File: config.mk
export PLATFORM = sky130hd
export DESIGN_NAME = gln_arith
export DESIGN_NICKNAME = d
export VERILOG_FILES = /design/src/hw/rtl/gln_pkg.sv /design/src/hw/rtl/gln_arith.sv
export SDC_FILE = /design/constraint.sdc
export NUM_CORES = 2
export LEC_CHECK = 0
export BUFFER_PORTS_ARGS = -buffer_cell sky130_fd_sc_hd__buf_2
export CAP_MARGIN = 20
export CORE_UTILIZATION = 30
export DETAILED_ROUTE_END_ITERATION = 8
export PLACE_DENSITY_LB_ADDON = 0.05
export SETUP_SLACK_MARGIN = 0.02
export SLEW_MARGIN = 15
export SYNTH_ARGS = -nofsm -noshare
export SYNTH_HDL_FRONTEND = slang
export SYNTH_SLANG_ARGS = --single-unit
File: constraint.sdc
create_clock -name i_clk -period 12.96 [get_ports i_clk]
set_clock_uncertainty 0.05 [all_clocks]
set_input_delay 1.296 -clock i_clk [delete_from_list [all_inputs] [get_ports i_clk]]
set_output_delay 1.296 -clock i_clk [all_outputs]
set_load 0.02 [all_outputs]
File: src/hw/rtl/gln_pkg.sv
`timescale 1ns / 1ps
`default_nettype none
// ----------------------------------------------------------------------------
// gln_pkg
// Shared types, constants and saturating helpers of the Gauss-Legendre node
// generator.
// ----------------------------------------------------------------------------
package gln_pkg;

    localparam int FRAC_BITS_DEF        = 44;
    localparam int MAX_ORDER_DEF        = 64;
    localparam int MAX_NEWTON_STEPS_DEF = 16;
    localparam int COS_TERMS            = 12;

    localparam logic [63:0]        PI_Q62  = 64'hC90F_DAA2_2168_C234;
    localparam logic signed [63:0] SAT_MAX = 64'sh7FFF_FFFF_FFFF_FFFF;

    typedef enum logic {
        REG_RULE_ORDER     = 1'b0,
        REG_CONVERGE_LIMIT = 1'b1
    } t_reg_idx;

    typedef enum logic [1:0] {
        ST_CONVERGED = 2'd0,
        ST_LIMIT     = 2'd1,
        ST_RANGE     = 2'd2
    } t_status;

    typedef enum logic {
        AU_MUL = 1'b0,
        AU_DIV = 1'b1
    } t_au_op;

    // request to the shared arithmetic unit
    typedef struct packed {
        logic               start;
        t_au_op             op;
        logic               frac;
        logic signed [63:0] a;
        logic signed [63:0] b;
    } t_au_req;

    typedef struct packed {
        logic               done;
        logic signed [63:0] result;
    } t_au_rsp;

    function automatic logic [63:0] mag64(input logic signed [63:0] a);
        return a[63] ? 64'(-a) : 64'(a);
    endfunction

    function automatic logic signed [63:0] sat_add(input logic signed [63:0] a,
                                                   input logic signed [63:0] b);
        logic signed [64:0] s;
        s = {a[63], a} + {b[63], b};
        if (s > 65'(SAT_MAX)) begin
            return SAT_MAX;
        end
        if (s < -65'(SAT_MAX)) begin
            return -SAT_MAX;
        end
        return s[63:0];
    endfunction

    function automatic logic signed [63:0] sat_neg(input logic signed [63:0] a);
        return (a == {1'b1, 63'b0}) ? SAT_MAX : -a;
    endfunction

    function automatic logic signed [63:0] sat_sub(input logic signed [63:0] a,
                                                   input logic signed [63:0] b);
        return sat_add(a, sat_neg(b));
    endfunction

endpackage
`default_nettype wire

File: src/hw/rtl/gln_arith.sv
`timescale 1ns / 1ps
`default_nettype none
// ----------------------------------------------------------------------------
// gln_arith
// Shared saturating multiply (64x16 per cycle, four passes) and restoring
// divide (one quotient bit per cycle) on signed 64-bit fixed-point values.
// ----------------------------------------------------------------------------
module gln_arith #(
    parameter int FRAC_BITS = gln_pkg::FRAC_BITS_DEF
) (
    input  wire logic             i_clk,
    input  wire logic             i_rst_n,
    input  wire gln_pkg::t_au_req i_req,
    output gln_pkg::t_au_rsp      o_rsp
);

    typedef enum logic [3:0] {
        U_IDLE = 4'b0001,
        U_MUL  = 4'b0010,
        U_DIV  = 4'b0100,
        U_FIN  = 4'b1000
    } t_ustate;

    t_ustate r_ust;
    logic [7:0]         r_cnt;
    logic [63:0]        r_mx;
    logic [63:0]        r_my;
    logic [127:0]       r_acc;
    logic [127:0]       r_num;
    logic [63:0]        r_rem;
    logic [127:0]       r_q;
    logic               r_neg;
    logic               r_frac;
    logic               r_is_div;
    logic               r_a_zero;
    logic               r_a_neg;
    logic               r_d_zero;
    logic               r_done;
    logic signed [63:0] r_res;

    logic [5:0]         w_sh;
    logic [15:0]        w_slice;
    logic [79:0]        w_prod;
    logic [127:0]       w_pp;
    logic [64:0]        w_rem2;
    logic               w_ge;
    logic [64:0]        w_sub;
    logic [127:0]       w_full;
    logic               w_ovf;
    logic signed [63:0] w_res;

    always_comb begin
        w_sh    = {r_cnt[1:0], 4'b0000};
        w_slice = r_my[w_sh +: 16];
        w_prod  = r_mx * w_slice;
        w_pp    = {48'b0, w_prod} << w_sh;

        w_rem2  = {r_rem, r_num[127]};
        w_ge    = (w_rem2 >= {1'b0, r_my});
        w_sub   = w_rem2 - {1'b0, r_my};

        if (r_is_div) begin
            w_full = r_q;
        end else if (r_frac) begin
            w_full = r_acc >> FRAC_BITS;
        end else begin
            w_full = r_acc;
        end
        w_ovf = |w_full[127:63];

        if (r_is_div && r_d_zero) begin
            // divide by zero: zero for a zero dividend, else full scale
            if (r_a_zero) begin
                w_res = '0;
            end else begin
                w_res = r_a_neg ? -gln_pkg::SAT_MAX : gln_pkg::SAT_MAX;
            end
        end else if (w_ovf) begin
            w_res = r_neg ? -gln_pkg::SAT_MAX : gln_pkg::SAT_MAX;
        end else begin
            w_res = r_neg ? -$signed(w_full[63:0]) : $signed(w_full[63:0]);
        end
    end

    always_ff @(posedge i_clk) begin
        if (!i_rst_n) begin
            r_ust  <= U_IDLE;
            r_done <= 1'b0;
        end else begin
            r_done <= 1'b0;
            case (r_ust)
                U_IDLE: begin
                    if (i_req.start) begin
                        r_mx     <= gln_pkg::mag64(i_req.a);
                        r_my     <= gln_pkg::mag64(i_req.b);
                        r_neg    <= i_req.a[63] ^ i_req.b[63];
                        r_frac   <= i_req.frac;
                        r_is_div <= (i_req.op == gln_pkg::AU_DIV);
                        r_a_zero <= (i_req.a == '0);
                        r_a_neg  <= i_req.a[63];
                        r_d_zero <= (i_req.b == '0);
                        r_acc    <= '0;
                        r_rem    <= '0;
                        r_q      <= '0;
                        if (i_req.frac) begin
                            r_num <= {64'b0, gln_pkg::mag64(i_req.a)} << FRAC_BITS;
                        end else begin
                            r_num <= {gln_pkg::mag64(i_req.a), 64'b0};
                        end
                        if (i_req.op == gln_pkg::AU_MUL) begin
                            r_cnt <= 8'd0;
                            r_ust <= U_MUL;
                        end else begin
                            r_cnt <= i_req.frac ? 8'd127 : 8'd63;
                            r_ust <= U_DIV;
                        end
                    end
                end
                U_MUL: begin
                    r_acc <= r_acc + w_pp;
                    r_cnt <= r_cnt + 8'd1;
                    if (r_cnt[1:0] == 2'd3) begin
                        r_ust <= U_FIN;
                    end
                end
                U_DIV: begin
                    r_num <= {r_num[126:0], 1'b0};
                    r_rem <= w_ge ? w_sub[63:0] : w_rem2[63:0];
                    r_q   <= {r_q[126:0], w_ge};
                    if (r_cnt == 8'd0) begin
                        r_ust <= U_FIN;
                    end else begin
                        r_cnt <= r_cnt - 8'd1;
                    end
                end
                U_FIN: begin
                    r_res  <= w_res;
                    r_done <= 1'b1;
                    r_ust  <= U_IDLE;
                end
                default: begin
                    r_ust <= U_IDLE;
                end
            endcase
        end
    end

    assign o_rsp.done   = r_done;
    assign o_rsp.result = r_res;

endmodule
`default_nettype wire

==> impl_metrics.ini <==
[outcome]
outcome = complete, no violations

[layout]
nets = 10100
synthToLayoutAreaGrowth_pct = 12.2
drive_gt1_share_pct = 9.01

[die]
num_rows = 184
dieWidth_um = 505
top_level_ports = 198
dieArea_um2 = 255000
initial_utilization_pct = 30.2
coreArea_um2 = 251000
die-height_um = 505

[timing]
maxSlewViolCount = 0
post-route-period-util_pct = 95.2
setup_tns_ps = 0
fmax_mhz = 81.0
setup_viol = 0
rsz0062_at_grt = no
slew_headroom_pct = 20.3
fin_crit_ps = 12340
max_slew.worst_pin.slew_ps = 1200
hold_viol_final = 0

[worst_hold_path]
min_path_type = flop to flop
hold_end = r_num[45]$_DFFE_PP_
worstHoldPathCells = 2
hp-start = r_num[44]$_SDFFCE_PP0P_

[setup_path]
crit_path_top_delay_cell = mux4_2
cp.arrival_ps = 12710
path_buf_inv = 4
reg2reg_depth = 35
reg2reg_from = r_my[29]$_DFFE_PP_
slowest_delay_ps = 940
worst_setup_path_start_kind = flop
r2r-end = r_acc[78]$_SDFFCE_PN0P_
worstSetupEndpointType = flop
cp_common_cell = fa_1
cp.required_ps = 13320
critPathKind = flop to flop
cpLargestDelayFamily = adder cells
worst-path-max-fanout = 16
reg2reg_slack_ps = 620

[yosys]
syn-num-nets = 9932
synthFlopType = edfxtp_1
synth_area_um2 = 75900
yosys_warnings = 0
yosysUniqueCellTypes = 92
postSynthAreaPerCell_um2 = 8.85
yosys.area.top_type_share_pct = 24.1
synth_area_leaders = edfxtp_1, fa_1, nand2_1
yosysSeqAreaShare_pct = 24.3
async_flop_share_pct = 0
postSynthCellCount = 8578
yosysTopAreaCell = edfxtp_1
ys_ff_latch = 615
synth_edf_count = 610

[cts]
ctsRootBufferMaster = clkbuf_16
clkLatencyLatePin_ps = 750
clk_path_buf_depth = 3
clock-sinks = 615
cts_tree = built
postCtsHoldBufs = 0
cts_buffers = 84
clk_pin_slew_ps = 60
htreeDepth = 3

[place]
io_buffers = 197
place.gp.congestion = 0.954
dp_hpwl_mm = 238

[global_route]
grt_start_max_net_pins = 123
grt_usage_pct = 23.1
grt_pass1_wl_mm = 438
antenna_found_initial = 46
overflow = 0
first_global_vias = 63900

[drt]
via_count = 63400
drc_errors = 0
drt-total-wl_mm = 309
wl_per_cell_um = 25.5
dr.pass1.iters = 7
drtAntennaViolNets = 0
drt_iter0_markers = 5445
vias_per_cell = 5.23

[flow_run]
drv_cap = 0
-- per-layer routing --
metal	global-route usage (%)	routed length, µm	part of all wire (%)
met2	36.7	137000	45
met4	5.86	7680	2.5
met5	0	416	0.13
met3	2.52	20500	6.6
met1	33.1	143000	46
-- through the flow --
stage,hold WS (ps),utilization [%],setup WS [ps],cells,area (µm²)
5_1_grt,506,33.9,38.1,12100,85200
3_3_place_gp,436,32.5,505,11900,81600
4_1_cts,476,33.6,416,12100,84500
2_1_floorplan,420,-,1420,8578,75900
3_5_place_dp,460,32.5,518,11900,81600
6_report,472,33.9,618,12100,85200
-- worst max-delay path by stage --
stage	from	endpoint	slack (ps)	cells past startpoint
after global routing	r_cnt[1]$_DFFE_PP_	r_acc[124]$_SDFFCE_PN0P_	40	40
final	r_my[29]$_DFFE_PP_	r_acc[78]$_SDFFCE_PN0P_	620	35
after detailed placement	r_cnt[0]$_DFFE_PP_	r_acc[124]$_SDFFCE_PN0P_	520	39
after CTS	r_cnt[0]$_DFFE_PP_	r_acc[124]$_SDFFCE_PN0P_	420	37
after floorplan	r_cnt[0]$_DFFE_PP_	r_acc[99]$_SDFFCE_PN0P_	1420	39
after global placement	r_cnt[0]$_DFFE_PP_	r_acc[78]$_SDFFCE_PN0P_	500	38
-- layout make-up --
type | count | area (µm²)
Multi-Input combinational cell | 6358 | 51700
Clock buffer | 94 | 2140
Tap cell | 3348 | 4190
Fill cell | 26300 | 166000
Timing Repair Buffer | 524 | 3820
Inverter | 1118 | 4210
Antenna cell | 5 | 12.5
Sequential cell | 615 | 18400
Clock inverter | 62 | 743
-- logic make-up (layout without fill, tap and decap cells) --
family / count (synthesis) / count (layout) / synth area share [%]
and+or+nand+nor: 2850 / 2850 / 17.9
AOI/OAI and AO/OA: 1706 / 1706 / 13.8
buffers and inverters: 1611 / 1798 / 8.04
adders and majority gates: 1221 / 1221 / 28.7
DFF: 615 / 615 / 24.3
xor gates and xnor gates: 380 / 380 / 4.38
muxes: 195 / 201 / 2.89
other: 0 / 5 / 0
-- tightest hold or removal path, stage by stage, from the launching register on --
cell	delay [ps]
edfxtp_1	330
nand2_1	50
nand2_1	50
-- timing repair --
item / 4_1_cts / 5_1_grt
gates resized for setup: 0 / 21
setup endpoints to repair: 0 / 31
buffers inserted: 0 / 36
hold endpoints to repair: 0 / 0
-- cell usage after synthesis (16+ instances only) --
master    number
edfxtp_1     610
o41ai_1       23
o21a_1        52
mux4_2        16
a21oi_1      572
a31oi_1       45
clkbuf_1     442
ha_1         352
mux2_2        33
nor2b_1       30
nand3_1      108
or4_1         24
nand2_1     1232
and2_1       512
o21ai_0      431
or2_2         19
o22ai_1       25
a22o_1        21
o31ai_1       71
nand2b_1      28
o211ai_1      32
and3_1        42
buf_1         21
nor4_1        66
inv_1       1116
o21bai_1      75
nand4_1      141
fa_1         869
buf_2         25
nor2_1       457
a211oi_1      43
xor2_1       116
nor3_1        82
or3_1         41
a21o_1       180
a21boi_0      24
xnor2_1      264
mux2i_1      145
-- sequential cells by signal, summed over array words and instances (netlist names) --
| register | count |
|---|---|
| r_a_neg | 1 |
| r_a_zero | 1 |
| r_acc | 128 |
| r_cnt | 8 |
| r_d_zero | 1 |
| r_done | 1 |
| r_frac | 1 |
| r_is_div | 1 |
| r_mx | 64 |
| r_my | 64 |
| r_neg | 1 |
| r_num | 84 |
| r_q | 128 |
| r_rem | 64 |
| r_res | 64 |
| r_ust | 4 |
-- cells in the final DEF (no fill, tap or decap), types with 33 or more instances in the layout --
cell type	instances
and3_1	42
inv_1	1113
or3_1	41
nor3_1	82
nand3_1	108
a211oi_1	42
buf_2	197
xnor2_1	259
mux2i_1	144
nand2_1	1230
o21bai_1	74
a21o_1	180
ha_1	352
mux2_2	33
nand4_1	141
o21a_1	52
buf_4	297
o21ai_0	429
and2_1	511
a21oi_1	571
a31oi_1	45
edfxtp_1	610
xor2_1	116
clkbuf_16	84
nor4_1	62
fa_1	869
nor2_1	457
o31ai_1	71
Power is left out: the tool's default activity adds up to more than one toggle a clock period on the data nets, which glitch-free logic cannot reach.
